**config.mk**
```make
export PLATFORM = sky130hd
export DESIGN_NAME = energy_pulse_meter_clock
export DESIGN_NICKNAME = d
export VERILOG_FILES = /design/src/design/epm_pkg.sv /design/src/design/epm_cfg.sv /design/src/design/epm_core.sv /design/src/design/energy_pulse_meter_clock.sv
export SDC_FILE = /design/constraint.sdc
export NUM_CORES = 1
export LEC_CHECK = 0
export BUFFER_PORTS_ARGS = -buffer_cell sky130_fd_sc_hd__buf_2
export CELL_PAD_IN_SITES_DETAIL_PLACEMENT = 0
export CELL_PAD_IN_SITES_GLOBAL_PLACEMENT = 1
export CORE_AREA = 8 8 191 139
export CTS_CLUSTER_SIZE = 28
export DETAILED_ROUTE_END_ITERATION = 7
export DIE_AREA = 0 0 199 147
export PLACE_DENSITY_LB_ADDON = 0.25
export SLEW_MARGIN = 20
export SYNTH_ARGS = -nofsm -noshare
export SYNTH_HDL_FRONTEND = slang
export SYNTH_SLANG_ARGS = --single-unit
```
**constraint.sdc**
```tcl
create_clock -name clk -period 5.2 [get_ports clk]
set_input_delay 1.56 -clock clk [delete_from_list [all_inputs] [get_ports clk]]
set_output_delay 1.56 -clock clk [all_outputs]
set_load 0.02 [all_outputs]
```
**src/design/epm_pkg.sv**
```systemverilog
// shared types, codes and constants for the energy pulse meter with clock
// no dependencies; imported by every module of the block
package epm_pkg;

  // field widths
  localparam int LimitW  = 14;
  localparam int PpuW    = 10;
  localparam int TpsW    = 5;
  localparam int EnergyW = 16;
  localparam int HourW   = 5;
  localparam int MinW    = 6;
  localparam int SecW    = 6;
  localparam int DayW    = 16;

  // event kinds carried in the input tuser
  localparam logic [1:0] MODE_PULSE  = 2'd0;
  localparam logic [1:0] MODE_TICK   = 2'd1;
  localparam logic [1:0] MODE_TAMPER = 2'd2;
  localparam logic [1:0] MODE_SET    = 2'd3;

  // alarm codes
  localparam logic [1:0] ALARM_NONE    = 2'd0;
  localparam logic [1:0] ALARM_REACHED = 2'd1;
  localparam logic [1:0] ALARM_CROSSED = 2'd2;
  localparam logic [1:0] ALARM_TAMPER  = 2'd3;

  // register indexes on the config port
  localparam logic [1:0] REG_LIMIT = 2'd0;
  localparam logic [1:0] REG_PPU   = 2'd1;
  localparam logic [1:0] REG_TPS   = 2'd2;

  // config reset values
  localparam logic [LimitW-1:0] LIMIT_RST = 14'd0;
  localparam logic [PpuW-1:0]   PPU_RST   = 10'd1000;
  localparam logic [TpsW-1:0]   TPS_RST   = 5'd20;

  // clock limits
  localparam logic [SecW:0]    SEC_PER_MIN  = 7'd60;
  localparam logic [MinW:0]    MIN_PER_HOUR = 7'd60;
  localparam logic [HourW:0]   HOUR_PER_DAY = 6'd24;
  localparam logic [HourW-1:0] HOUR_MAX     = 5'd23;
  localparam logic [MinW-1:0]  MIN_MAX      = 6'd59;
  localparam logic [SecW-1:0]  SEC_MAX      = 6'd59;
  localparam logic [DayW-1:0]  DAY_MAX      = 16'hFFFF;
  localparam logic [DayW-1:0]  DAY_RST      = 16'd1;

  typedef struct packed {
    logic [LimitW-1:0] energy_limit;
    logic [PpuW-1:0]   pulses_per_unit;
    logic [TpsW-1:0]   ticks_per_second;
  } cfg_t;

  // time load payload, first field in the high bits
  typedef struct packed {
    logic [SecW-1:0]  new_second;
    logic [MinW-1:0]  new_minute;
    logic [HourW-1:0] new_hour;
  } time_load_t;

  // result word, first field in the high bits
  typedef struct packed {
    logic [DayW-1:0]    day;
    logic [SecW-1:0]    second;
    logic [MinW-1:0]    minute;
    logic [HourW-1:0]   hour;
    logic [EnergyW-1:0] energy_units;
    logic               relay_closed;
    logic               report_due;
    logic [1:0]         alarm;
  } result_t;

  localparam int InDataW  = 24;
  localparam int OutDataW = 56;

endpackage

```
**src/design/epm_cfg.sv**
```systemverilog
// config register file on an apb-style port
// depends on epm_pkg for the register layout and reset values
module epm_cfg (
  input  logic                clk,
  input  logic                rst_n,
  input  logic                psel,
  input  logic                penable,
  input  logic                pwrite,
  input  logic [3:0]          paddr,
  input  logic [31:0]         pwdata,
  output logic [31:0]         prdata,
  output logic                pready,
  output epm_pkg::cfg_t       cfg
);
  import epm_pkg::*;

  cfg_t cfg_r;
  cfg_t cfg_nxt;
  logic wr_en;

  assign pready = 1'b1;
  assign wr_en  = psel & penable & pwrite & pready;
  assign cfg    = cfg_r;

  // register write decode
  always_comb begin
    cfg_nxt = cfg_r;
    if (wr_en) begin
      case (paddr[3:2])
        REG_LIMIT: cfg_nxt.energy_limit     = pwdata[LimitW-1:0];
        REG_PPU:   cfg_nxt.pulses_per_unit  = pwdata[PpuW-1:0];
        REG_TPS:   cfg_nxt.ticks_per_second = pwdata[TpsW-1:0];
        default:   cfg_nxt = cfg_r;
      endcase
    end
  end

  always_ff @(posedge clk) begin
    if (!rst_n) begin
      cfg_r.energy_limit     <= LIMIT_RST;
      cfg_r.pulses_per_unit  <= PPU_RST;
      cfg_r.ticks_per_second <= TPS_RST;
    end else begin
      cfg_r <= cfg_nxt;
    end
  end

  // read mux
  always_comb begin
    case (paddr[3:2])
      REG_LIMIT: prdata = {{(32-LimitW){1'b0}}, cfg_r.energy_limit};
      REG_PPU:   prdata = {{(32-PpuW){1'b0}}, cfg_r.pulses_per_unit};
      REG_TPS:   prdata = {{(32-TpsW){1'b0}}, cfg_r.ticks_per_second};
      default:   prdata = 32'd0;
    endcase
  end

endmodule

```
**src/design/epm_core.sv**
```systemverilog
// meter state: prescalers, wall clock, latched energy, alarm and report flags
// depends on epm_pkg; updates state on each processed word and forms its result
module epm_core (
  input  logic                clk,
  input  logic                rst_n,
  input  logic                step,
  input  logic [1:0]          mode,
  input  epm_pkg::time_load_t time_load,
  input  epm_pkg::cfg_t       cfg,
  output epm_pkg::result_t    res
);
  import epm_pkg::*;

  logic [TpsW-1:0]    tick_r, tick_nxt;
  logic [PpuW-1:0]    pulse_r, pulse_nxt;
  logic [EnergyW-1:0] unit_r, unit_nxt;
  logic [EnergyW-1:0] latched_r, latched_nxt;
  logic [SecW-1:0]    sec_r, sec_nxt;
  logic [MinW-1:0]    min_r, min_nxt;
  logic [HourW-1:0]   hour_r, hour_nxt;
  logic [DayW-1:0]    day_r, day_nxt;
  logic               reported_r, reported_nxt;
  logic               tampered_r, tampered_nxt;
  logic               relay_r, relay_nxt;
  logic               first_seen_r, first_seen_nxt;

  logic [TpsW-1:0]  tps_eff;
  logic [PpuW-1:0]  ppu_eff;
  logic [TpsW:0]    tick_inc;
  logic [PpuW:0]    pulse_inc;
  logic [SecW:0]    sec_inc;
  logic [MinW:0]    min_inc;
  logic [HourW:0]   hour_inc;
  logic             tick_roll, sec_roll, min_roll, hour_roll;
  logic             first;
  logic [1:0]       alarm;
  logic [EnergyW-1:0] limit_ext;

  // zero prescaler acts as one
  assign tps_eff = (cfg.ticks_per_second == '0) ? TpsW'(1) : cfg.ticks_per_second;
  assign ppu_eff = (cfg.pulses_per_unit == '0) ? PpuW'(1) : cfg.pulses_per_unit;

  // rollover chain of the clock
  assign tick_inc  = {1'b0, tick_r} + (TpsW+1)'(1);
  assign pulse_inc = {1'b0, pulse_r} + (PpuW+1)'(1);
  assign sec_inc   = {1'b0, sec_r} + (SecW+1)'(1);
  assign min_inc   = {1'b0, min_r} + (MinW+1)'(1);
  assign hour_inc  = {1'b0, hour_r} + (HourW+1)'(1);
  assign tick_roll = tick_inc >= {1'b0, tps_eff};
  assign sec_roll  = tick_roll & (sec_inc >= SEC_PER_MIN);
  assign min_roll  = sec_roll & (min_inc >= MIN_PER_HOUR);
  assign hour_roll = min_roll & (hour_inc >= HOUR_PER_DAY);

  assign limit_ext = {{(EnergyW-LimitW){1'b0}}, cfg.energy_limit};

  // event handling
  always_comb begin
    tick_nxt       = tick_r;
    pulse_nxt      = pulse_r;
    unit_nxt       = unit_r;
    latched_nxt    = latched_r;
    sec_nxt        = sec_r;
    min_nxt        = min_r;
    hour_nxt       = hour_r;
    day_nxt        = day_r;
    tampered_nxt   = tampered_r;
    relay_nxt      = relay_r;
    first_seen_nxt = first_seen_r;
    first          = 1'b0;
    alarm          = ALARM_NONE;
    case (mode)
      MODE_PULSE: begin
        if (pulse_inc >= {1'b0, ppu_eff}) begin
          pulse_nxt = '0;
          unit_nxt  = unit_r + EnergyW'(1);
        end else begin
          pulse_nxt = pulse_inc[PpuW-1:0];
        end
      end
      MODE_TICK: begin
        if (!tick_roll) begin
          tick_nxt = tick_inc[TpsW-1:0];
        end else begin
          tick_nxt = '0;
          if (!sec_roll) begin
            sec_nxt = sec_inc[SecW-1:0];
          end else begin
            sec_nxt = '0;
            min_nxt = min_inc[MinW-1:0];
            if (!first_seen_r) begin
              first_seen_nxt = 1'b1;
              first          = 1'b1;
            end
            if (min_roll) begin
              min_nxt     = '0;
              latched_nxt = unit_r;
              hour_nxt    = hour_inc[HourW-1:0];
              if (hour_roll) begin
                hour_nxt = '0;
                if (day_r != DAY_MAX) begin
                  day_nxt = day_r + DayW'(1);
                end
              end
            end
          end
        end
      end
      MODE_TAMPER: begin
        relay_nxt    = 1'b0;
        tampered_nxt = 1'b1;
        alarm        = ALARM_TAMPER;
      end
      default: begin
        // set time, out-of-range values saturate
        hour_nxt = (time_load.new_hour > HOUR_MAX) ? HOUR_MAX : time_load.new_hour;
        min_nxt  = (time_load.new_minute > MIN_MAX) ? MIN_MAX : time_load.new_minute;
        sec_nxt  = (time_load.new_second > SEC_MAX) ? SEC_MAX : time_load.new_second;
      end
    endcase

    // one-shot limit alarm on the updated latched energy
    reported_nxt = reported_r;
    if (!tampered_nxt && !reported_r) begin
      if (latched_nxt > limit_ext) begin
        alarm        = ALARM_CROSSED;
        reported_nxt = 1'b1;
      end else if (latched_nxt == limit_ext) begin
        alarm        = ALARM_REACHED;
        reported_nxt = 1'b1;
      end
    end
  end

  // result of the word in process
  always_comb begin
    res.alarm        = alarm;
    res.report_due   = first & ~tampered_nxt;
    res.relay_closed = relay_nxt;
    res.energy_units = latched_nxt;
    res.hour         = hour_nxt;
    res.minute       = min_nxt;
    res.second       = sec_nxt;
    res.day          = day_nxt;
  end

  // state registers
  always_ff @(posedge clk) begin
    if (!rst_n) begin
      tick_r       <= '0;
      pulse_r      <= '0;
      unit_r       <= '0;
      latched_r    <= '0;
      sec_r        <= '0;
      min_r        <= '0;
      hour_r       <= '0;
      day_r        <= DAY_RST;
      reported_r   <= 1'b0;
      tampered_r   <= 1'b0;
      relay_r      <= 1'b1;
      first_seen_r <= 1'b0;
    end else if (step) begin
      tick_r       <= tick_nxt;
      pulse_r      <= pulse_nxt;
      unit_r       <= unit_nxt;
      latched_r    <= latched_nxt;
      sec_r        <= sec_nxt;
      min_r        <= min_nxt;
      hour_r       <= hour_nxt;
      day_r        <= day_nxt;
      reported_r   <= reported_nxt;
      tampered_r   <= tampered_nxt;
      relay_r      <= relay_nxt;
      first_seen_r <= first_seen_nxt;
    end
  end

endmodule

```
**src/design/energy_pulse_meter_clock.sv**
```systemverilog
// energy pulse meter with wall clock: input register, state update, result register
// an accepted word passes from the input register through epm_core into the result register
// throughput: one word per cycle unless out_tready stalls; single-pass update in epm_core
// while a result waits on out_tready the input register takes one more word, then stalls
// reset: synchronous active-low rst_n sets valid flags, core state and config to reset values
// depends on epm_pkg, epm_cfg and epm_core
module energy_pulse_meter_clock (
  input  logic        clk,
  input  logic        rst_n,
  // input stream
  input  logic        in_tvalid,
  output logic        in_tready,
  input  logic [23:0] in_tdata,   // new_hour[4:0], new_minute[10:5], new_second[16:11]
  input  logic [1:0]  in_tuser,   // mode[1:0]
  // result stream
  output logic        out_tvalid,
  input  logic        out_tready,
  // alarm[1:0], report_due[2], relay_closed[3], energy_units[19:4],
  // hour[24:20], minute[30:25], second[36:31], day[52:37]
  output logic [55:0] out_tdata,
  // config port
  input  logic        cfg_psel,
  input  logic        cfg_penable,
  input  logic        cfg_pwrite,
  input  logic [3:0]  cfg_paddr,
  input  logic [31:0] cfg_pwdata,
  output logic [31:0] cfg_prdata,
  output logic        cfg_pready
);
  import epm_pkg::*;

  cfg_t       cfg;
  result_t    res;
  logic       in_valid_r;
  logic [1:0] in_mode_r;
  time_load_t in_set_r;
  logic       out_valid_r;
  result_t    out_data_r;
  logic       adv;
  logic       step;
  logic       in_take;

  epm_cfg u_cfg (
    .clk     (clk),
    .rst_n   (rst_n),
    .psel    (cfg_psel),
    .penable (cfg_penable),
    .pwrite  (cfg_pwrite),
    .paddr   (cfg_paddr),
    .pwdata  (cfg_pwdata),
    .prdata  (cfg_prdata),
    .pready  (cfg_pready),
    .cfg     (cfg)
  );

  epm_core u_core (
    .clk       (clk),
    .rst_n     (rst_n),
    .step      (step),
    .mode      (in_mode_r),
    .time_load (in_set_r),
    .cfg       (cfg),
    .res       (res)
  );

  // handshake between the two register stages
  assign adv       = ~out_valid_r | out_tready;
  assign step      = in_valid_r & adv;
  assign in_tready = ~in_valid_r | adv;
  assign in_take   = in_tvalid & in_tready;

  // input register
  always_ff @(posedge clk) begin
    if (!rst_n) begin
      in_valid_r <= 1'b0;
    end else if (in_take) begin
      in_valid_r <= 1'b1;
    end else if (step) begin
      in_valid_r <= 1'b0;
    end
  end

  always_ff @(posedge clk) begin
    if (in_take) begin
      in_mode_r <= in_tuser;
      in_set_r  <= in_tdata[$bits(time_load_t)-1:0];
    end
  end

  // result register
  always_ff @(posedge clk) begin
    if (!rst_n) begin
      out_valid_r <= 1'b0;
    end else if (adv) begin
      out_valid_r <= in_valid_r;
    end
  end

  always_ff @(posedge clk) begin
    if (step) begin
      out_data_r <= res;
    end
  end

  assign out_tvalid = out_valid_r;
  assign out_tdata  = {{(OutDataW-$bits(result_t)){1'b0}}, out_data_r};

  // a tamper word always reports the relay open
  a_tamper_opens_relay: assert property (@(posedge clk) disable iff (!rst_n)
    (out_valid_r && out_data_r.alarm == ALARM_TAMPER) |-> !out_data_r.relay_closed)
    else $error("tamper word with relay closed");

  // once the relay shows open it stays open
  a_relay_sticky: assert property (@(posedge clk) disable iff (!rst_n)
    (out_valid_r && !out_data_r.relay_closed) |=> !out_data_r.relay_closed)
    else $error("relay closed again after tamper");

  // a report is never raised on a tamper word
  a_no_report_on_tamper: assert property (@(posedge clk) disable iff (!rst_n)
    (out_valid_r && out_data_r.report_due) |-> out_data_r.alarm != ALARM_TAMPER)
    else $error("report raised with tamper");

  // a held input word is not lost while the result register stalls
  a_in_hold: assert property (@(posedge clk) disable iff (!rst_n)
    (in_valid_r && !adv) |=> in_valid_r)
    else $error("input word dropped during stall");

endmodule

```
==> metrics.md, run 1 <==
| Metric | Value |
|---|---|
| Total gr overflow | 0 |
| Power Dens Cells | 275 nW/um^2 |
| Clk Tree Root Cell | clkbuf_16 |
| Hold buffers post-CTS | 0 |
| Arr. time, crit path | 4.68 ns |
| Syn. warnings | 0 |
| Crit-path leading delay family | simple AND/OR/NAND/NOR gates |
| CP most frequent cell | ha_1 |
| CTS Buffer Depth | 2 |
| Fmax | 222 MHz |
| Final WL | 26,700 microns |
| CP peak stage delay | 0.78 ns |
| Largest net degree at the start of global routing | 53 |
| DR iter-0 viols | 709 |
| Vias per inst | 5.45 |
| Die ar. | 29,300 sq um |
| Post-synthesis sequential area ratio | 0.450 |
| Fillcell total | 2,303 |
| Post-route ant nets | 0 |
| Die Y | 147 microns |
| Setup Viol. Count Final | 0 |
| Post-synth EDFFs | 72 |
| Synth area leaders | dfxtp_1 23%, edfxtp_1 22%, nand2_1 6.7%, ha_1 4.9%, a21oi_1 4.2% |
| GRT Overall Usage | 0.186 |
| Tcrit/Tclk final | 0.864 |
| CP Cell Sequence | ha_1 -> nand2_1 -> xnor2_1 -> ha_1 -> o21a_1 -> and2_1 -> a21oi_1 -> buf_4 -> nor3_4 -> mux2i_1 -> ha_1 -> nand4_1 -> or2_2 -> nor2_1 -> a311oi_1 -> a31oi_1 -> a21oi_1 |
| CP Class | register to register |
| Io pins | 160 |
| Port Buffers | 110 |
| Hpwl dp | 18,900 microns |
| Status | finished clean |
| Resized cells post-CTS | 0 |
| Buf/Inv on CP | 1 |
| Initial antenna violation count | 0 |
| FF-to-FF setup slack | 0.71 ns |
| H-Tree Depth | 4 |
| Max-capacitance violation count | 0 |
| RSZ-0062 raised after global routing | false |
| CP Launch Type | register |
| Cells after Synth | 1,101 |
| Slew @ Worst Pin | 0.981 ns |
| Data required, critical path | 5.39 ns |
| Clk_skew | 0.0122 ns |
| DRC | 0 |
| Top FF cell, synth | dfxtp_1 |
| Placement Setup Slack | 0.732 ns |
| CORE AREA | 23,800 sq um |
| Max-slew violation count | 0 |
| Starting density of the core | 0.416 |
| Crit path capture type | register |
| Post-CTS setup buffers | 0 |
| Hold crit path type | register to register |
| Largest area contributor in the synthesized netlist | dfxtp_1 |
| Setup_tns | 0 ns |
| Smallest setup slack after layout | 0.705 ns |
| Worst slew margin | 0.344 |
| Hold Violations, Final | 0 |
| Cell area after layout | 11,200 sq um |
| Final nets | 1,290 |
| Total number of vias | 8,284 |
| Wirelength per Cell | 17.6 microns |
| Global-route wire length before repair | 43,500 microns |
| Die width | 199 microns |
| #FFs+latches synth | 187 |
| Avg Cell Area, Syn | 9.02 sq um |
| CTS clk-pin slew, worst paths | 0.08 ns |
| Site row count | 48 |
| Share of flip-flops with an asynchronous set or reset | 0 |
| LEAKAGE | 4.28 nW |
| Netlist cell types | 85 |
| Peak supply drop | 212 uV |
| Worst Path Max Fanout | 18 |
| Sink Count | 187 |
| Layout cells sized above 1 | 0.156 |
| Placed cell area | 10,600 sq um |
| Antenna cell count | 0 |
| Layout overhead on the synthesized area | 12.6% |
| CTS Buf Count | 17 |
| Vias in the first global route | 7,828 |
| Gp weighted congestion | 0.851 |
| Final period demand of the worst path | 4.49 ns |
| Util after Layout | 0.469 |
| Cell Area, Synth | 9930 sq um |
| Post-synth top area share | 0.232 |
| Crit-path slowest cell | nor3_4 |
| Insertion delay to the later sink of the worst-skew pair | 0.44 ns |
| CTS tree | done |
| Pre-antenna DRT Iters | 5 |
[path summary, 6_finish.rpt]
kind	from	end	depth (start not counted)
max	u_core.tick_r[0]	out_tdata[1]	17
min	u_cfg.cfg[28]	u_cfg.cfg[28]	2
max reg2reg	u_core.tick_r[0]	out_tdata[1]	17
min reg2reg	u_cfg.cfg[28]	u_cfg.cfg[28]	2
[stage by stage]
step	cells	hold WS (ns)	power [mW]
after CTS	1520	0.460	3.11
final	1520	0.457	3.07
after detailed placement	1488	0.449	1.87
after global placement	1488	0.444	1.86
after floorplan	1121	0.435	1.79
after global routing	1520	0.471	3.19
[cells in the final DEF, fill, tap and decap left out, types with 16 or more instances in the layout]
cell	netlist	final
nor3_1	23	23
nand2_1	178	177
a21oi_1	83	83
buf_2	10	110
mux2i_1	17	17
edfxtp_1	72	72
ha_1	39	39
nand3_1	32	32
dfxtp_1	115	115
inv_1	43	41
nand4_1	20	20
o21ai_0	69	69
o211ai_1	16	16
nor2_1	49	49
conb_1	2	22
clkbuf_16	0	17
xor2_1	17	17
o31ai_1	28	28
[cells in the mapped netlist, drive strengths merged, types with 26 or more instances]
cell type,count
nand2,179
dfxtp,115
a21oi,86
o21ai,73
edfxtp,72
nor2,51
inv,43
clkbuf,42
buf,40
ha,39
nand3,33
o31ai,28
nor3,26
[power breakdown]
part	internal, mW	total (mW)	switching (mW)
logic	0.0713	0.239	0.168
clock network	0.643	1.24	0.595
registers	1.56	1.59	0.0300
[sequential cells by signal, indices dropped and copies added (netlist names)]
signal,flops
in_mode_r,2
in_set_r,17
in_valid_r,1
out_tdata,53
out_tvalid,1
u_cfg.cfg,29
u_core.day_r,16
u_core.first_seen_r,1
u_core.hour_r,5
u_core.latched_r,16
u_core.min_r,6
u_core.pulse_r,10
u_core.relay_r,1
u_core.reported_r,1
u_core.sec_r,6
u_core.tampered_r,1
u_core.tick_r,5
u_core.unit_r,16
[cell type report]
cell class | count | area (sq um) | share of cell area
inverter | 43 | 163 | 0.0146
timing repair buffer | 124 | 656 | 0.0587
multi-input combinational | 809 | 4940 | 0.442
clock buffer | 21 | 460 | 0.0412
clock inverter | 11 | 85.1 | 0.00761
tap | 325 | 407 | 0.0364
sequential | 187 | 4460 | 0.399
[logic make-up after synthesis]
kind of cell | share of synthesized area
AND/OR/NAND/NOR | 0.204
AO/OA/AOI/OAI | 0.194
flip-flops | 0.450
buffers and inverters | 0.0604
adder cells (fa/ha/maj) | 0.0492
XOR/XNOR | 0.0229
multiplexers | 0.0194
other | 0.000757
[metal layers]
layer  routed length, microns  GRT usage  vias up
met5                        0          0        -
met4                      216     0.0429        0
met3                     1420     0.0373       17
met2                    10800      0.255      200
met1                    14300      0.291     3921
li1                         -          -     4146
[worst min-delay path, delay by kind of cell, from the launching register on]
family | cells | cell delay (ns)
AOI/OAI and AO/OA | 1 | 0.05
DFF | 1 | 0.31
and+or+nand+nor | 1 | 0.05
Power figures use the tool's default switching activity.
==> inputs of run 2 (changes only) <==
--- a/config.mk
+++ b/config.mk
@@ -5,13 +5,12 @@
 export SDC_FILE = /design/constraint.sdc
 export NUM_CORES = 1
 export LEC_CHECK = 0
-export BUFFER_PORTS_ARGS = -buffer_cell sky130_fd_sc_hd__buf_2
-export CELL_PAD_IN_SITES_DETAIL_PLACEMENT = 0
-export CELL_PAD_IN_SITES_GLOBAL_PLACEMENT = 1
-export CORE_AREA = 8 8 191 139
+export CORE_AREA = 8 8 158 116
 export CTS_CLUSTER_SIZE = 28
 export DETAILED_ROUTE_END_ITERATION = 7
-export DIE_AREA = 0 0 199 147
+export DIE_AREA = 0 0 166 124
+export DONT_BUFFER_PORTS = 1
+export GPL_TIMING_DRIVEN = 0
 export PLACE_DENSITY_LB_ADDON = 0.25
 export SLEW_MARGIN = 20
 export SYNTH_ARGS = -nofsm -noshare
==> metrics.md, run 2 (same netlist as run 1, synthesis figures left out) <==
| Metric | Value |
|---|---|
| Int Pwr | 2.42 mW (+6.2%) |
| Hold buffers post-CTS | 0 (unchanged) |
| CP Cell Sequence | ha_1 -> nand2_1 -> xnor2_1 -> ha_1 -> o21a_1 -> and2_1 -> a21oi_1 -> nor3_4 -> buf_2 -> nand2_1 -> nand2_1 -> ha_1 -> nand4_1 -> or2_2 -> nor2_1 -> a311oi_1 -> a31oi_1 -> a21oi_1 |
| Clk_skew | 0.00850 ns (-0.00369 ns) |
| Layout cells sized above 1 | 0.0858 (-0.0707) |
| CTS tree | done |
| Max-capacitance violation count | 0 (unchanged) |
| Io pins | 160 (unchanged) |
| CORE AREA | 15,900 sq um (-33%) |
| Final nets | 1,249 (-3.2%) |
| Data required, critical path | 5.36 ns (-0.03 ns) |
| Hold Violations, Final | 0 (unchanged) |
| Sink Count | 187 (unchanged) |
| Status | finished clean |
| CTS Buffer Depth | 2 (unchanged) |
| Port Buffers | 0 (-100%) |
| Arr. time, crit path | 5.14 ns (+0.46 ns) |
| Crit path capture type | register |
| Global-route wire length before repair | 43,000 microns (-1.0%) |
| Setup Viol. Count Final | 0 (unchanged) |
| Site row count | 39 (-19%) |
| Commonest non-fill, non-tap cell in the layout | nand2_1 |
| Antenna cell count | 0 (unchanged) |
| Slew @ Worst Pin | 1.05 ns (+0.0687 ns) |
| Switching share of power | 0.239 (-0.0187) |
| H-Tree Depth | 4 (unchanged) |
| Smallest setup slack after layout | 0.217 ns (-0.488 ns) |
| CP Launch Type | register |
| Post-route ant nets | 0 (unchanged) |
| Pre-antenna DRT Iters | 6 (+1) |
| Combinational Power Share | 0.064 (-0.014) |
| Worst slew margin | 0.299 (-0.0459) |
| Vias per inst | 6.37 (+17%) |
| Worst Path Max Fanout | 10 (-8) |
| Die Y | 124 microns (-16%) |
| Clk Tree Root Cell | clkbuf_16 |
| GRT Overall Usage | 0.261 (+0.0752) |
| Design Power | 3.18 mW (+3.6%) |
| Placement Setup Slack | 0.384 ns (-0.347 ns) |
| DRC | 0 (unchanged) |
| Fin cells | 1,359 (-11%) |
| Placed cell area | 10,300 sq um (-3.2%) |
| Layout overhead on the synthesized area | 9.75% |
| Die width | 166 microns (-17%) |
| Total gr overflow | 0 (unchanged) |
| Vias in the first global route | 8,167 (+4.3%) |
| Peak supply drop | 312 uV (+47%) |
| RSZ-0062 raised after global routing | false |
| Flop pwr share | 0.509 (-0.010) |
| Insertion delay to the later sink of the worst-skew pair | 0.44 ns (about the same) |
| Largest net degree at the start of global routing | 40 (-25%) |
| Fmax | 201 MHz (-9.8%) |
| CTS clk-pin slew, worst paths | 0.07 ns (about the same) |
| Final period demand of the worst path | 4.98 ns (+0.488 ns) |
| Max reg flops | 53 (unchanged) |
| CP Class | register to register |
| Gp weighted congestion | 0.969 (+14%) |
| Placed Cells | 1,327 (-11%) |
| CP peak stage delay | 0.78 ns (about the same) |
| Max-slew violation count | 0 (unchanged) |
| Post-CTS setup buffers | 0 (unchanged) |
| Final WL | 27,300 microns (+2.1%) |
| Hold crit path type | register to register |
| Psw | 761 uW (-4.0%) |
| Starting density of the core | 0.626 (+0.210) |
| Resized cells post-CTS | 0 (unchanged) |
| Setup_tns | 0 ns (unchanged) |
| CTS Buf Count | 17 (unchanged) |
| Clock power frac | 0.427 (+0.024) |
| LEAKAGE | 4.07 nW (-4.9%) |
| Total number of vias | 8,655 (+4.5%) |
| Cell area after layout | 10,900 sq um (-2.5%) |
| Power Dens Cells | 292 nW/um^2 (+6.2%) |
| Die ar. | 20,600 sq um (-30%) |
| Most frequent cells in the layout | 178 x nand2_1, 115 x dfxtp_1, 83 x a21oi_1 |
| Tcrit/Tclk final | 0.958 (+0.0939) |
| Hpwl dp | 19,700 microns (+4.2%) |
| Initial antenna violation count | 0 (unchanged) |
| Wirelength per Cell | 20.1 microns (+14%) |
| DR iter-0 viols | 967 (+36%) |
| Crit-path slowest cell | a21oi_1 |
==> run 2: cell count changes in the layout (fill, tap and decap cells not counted), sizes merged <==
cell,change
bufinv,+3
buf,-83
clkbuf,+42
inv,-2
clkinvlp,-1
==> run 2: final timing paths <==
check                    from            end  slack [ns]  cells after the start
min             u_cfg.cfg[28]  u_cfg.cfg[28]        0.46                      2
max reg2reg  u_core.tick_r[0]   out_tdata[1]        0.22                     18
min reg2reg     u_cfg.cfg[28]  u_cfg.cfg[28]        0.46                      2
max          u_core.tick_r[0]   out_tdata[1]        0.22                     18
==> run 2: final cells by class <==
class / count / area (sq um)
inverters: 43 / 161
fillers: 1275 / 4960
clock inverters: 11 / 143
flip-flops and latches: 187 / 4460
plain buffers: 82 / 442
well taps: 205 / 256
clock buffers: 21 / 470
repair buffers: 1 / 20.0
multi-input cells: 809 / 4940
==> run 2: power groups by stage <==
| stage | clock [mW] | combinational [mW] | sequential (mW) |
|---|---|---|---|
| after floorplan | 0 | 0.145 | 1.64 |
| after global placement | 0 | 0.191 | 1.65 |
| after detailed placement | 0 | 0.196 | 1.65 |
| after CTS | 1.37 | 0.198 | 1.62 |
| after global routing | 1.42 | 0.220 | 1.62 |
| final | 1.36 | 0.204 | 1.62 |
==> run 2: routing by layer <==
layer,track usage,vias to the layer above,wire length [microns]
met1,0.365,4077,12200
li1,-,4049,-
met5,0,-,0
met4,0.0900,0,405
met2,0.382,479,11600
met3,0.0776,50,3130
==> run 2: per-stage QoR <==
step	utilization	hold WS (ns)
finish	0.687	0.457
floorplan	-	0.435
CTS	0.687	0.456
global placement	0.647	0.442
detailed placement	0.648	0.447
global route	0.687	0.488
==> run 2: worst max-delay path, delay by kind of cell, from the launching register on <==
family	cells	cell delay (ns)
adders and majority gates	3	0.90
DFF	1	0.46
buffers and inverters	1	0.27
and+or+nand+nor	8	1.43
AOI/OAI and AO/OA	5	1.38
xor gates and xnor gates	1	0.27
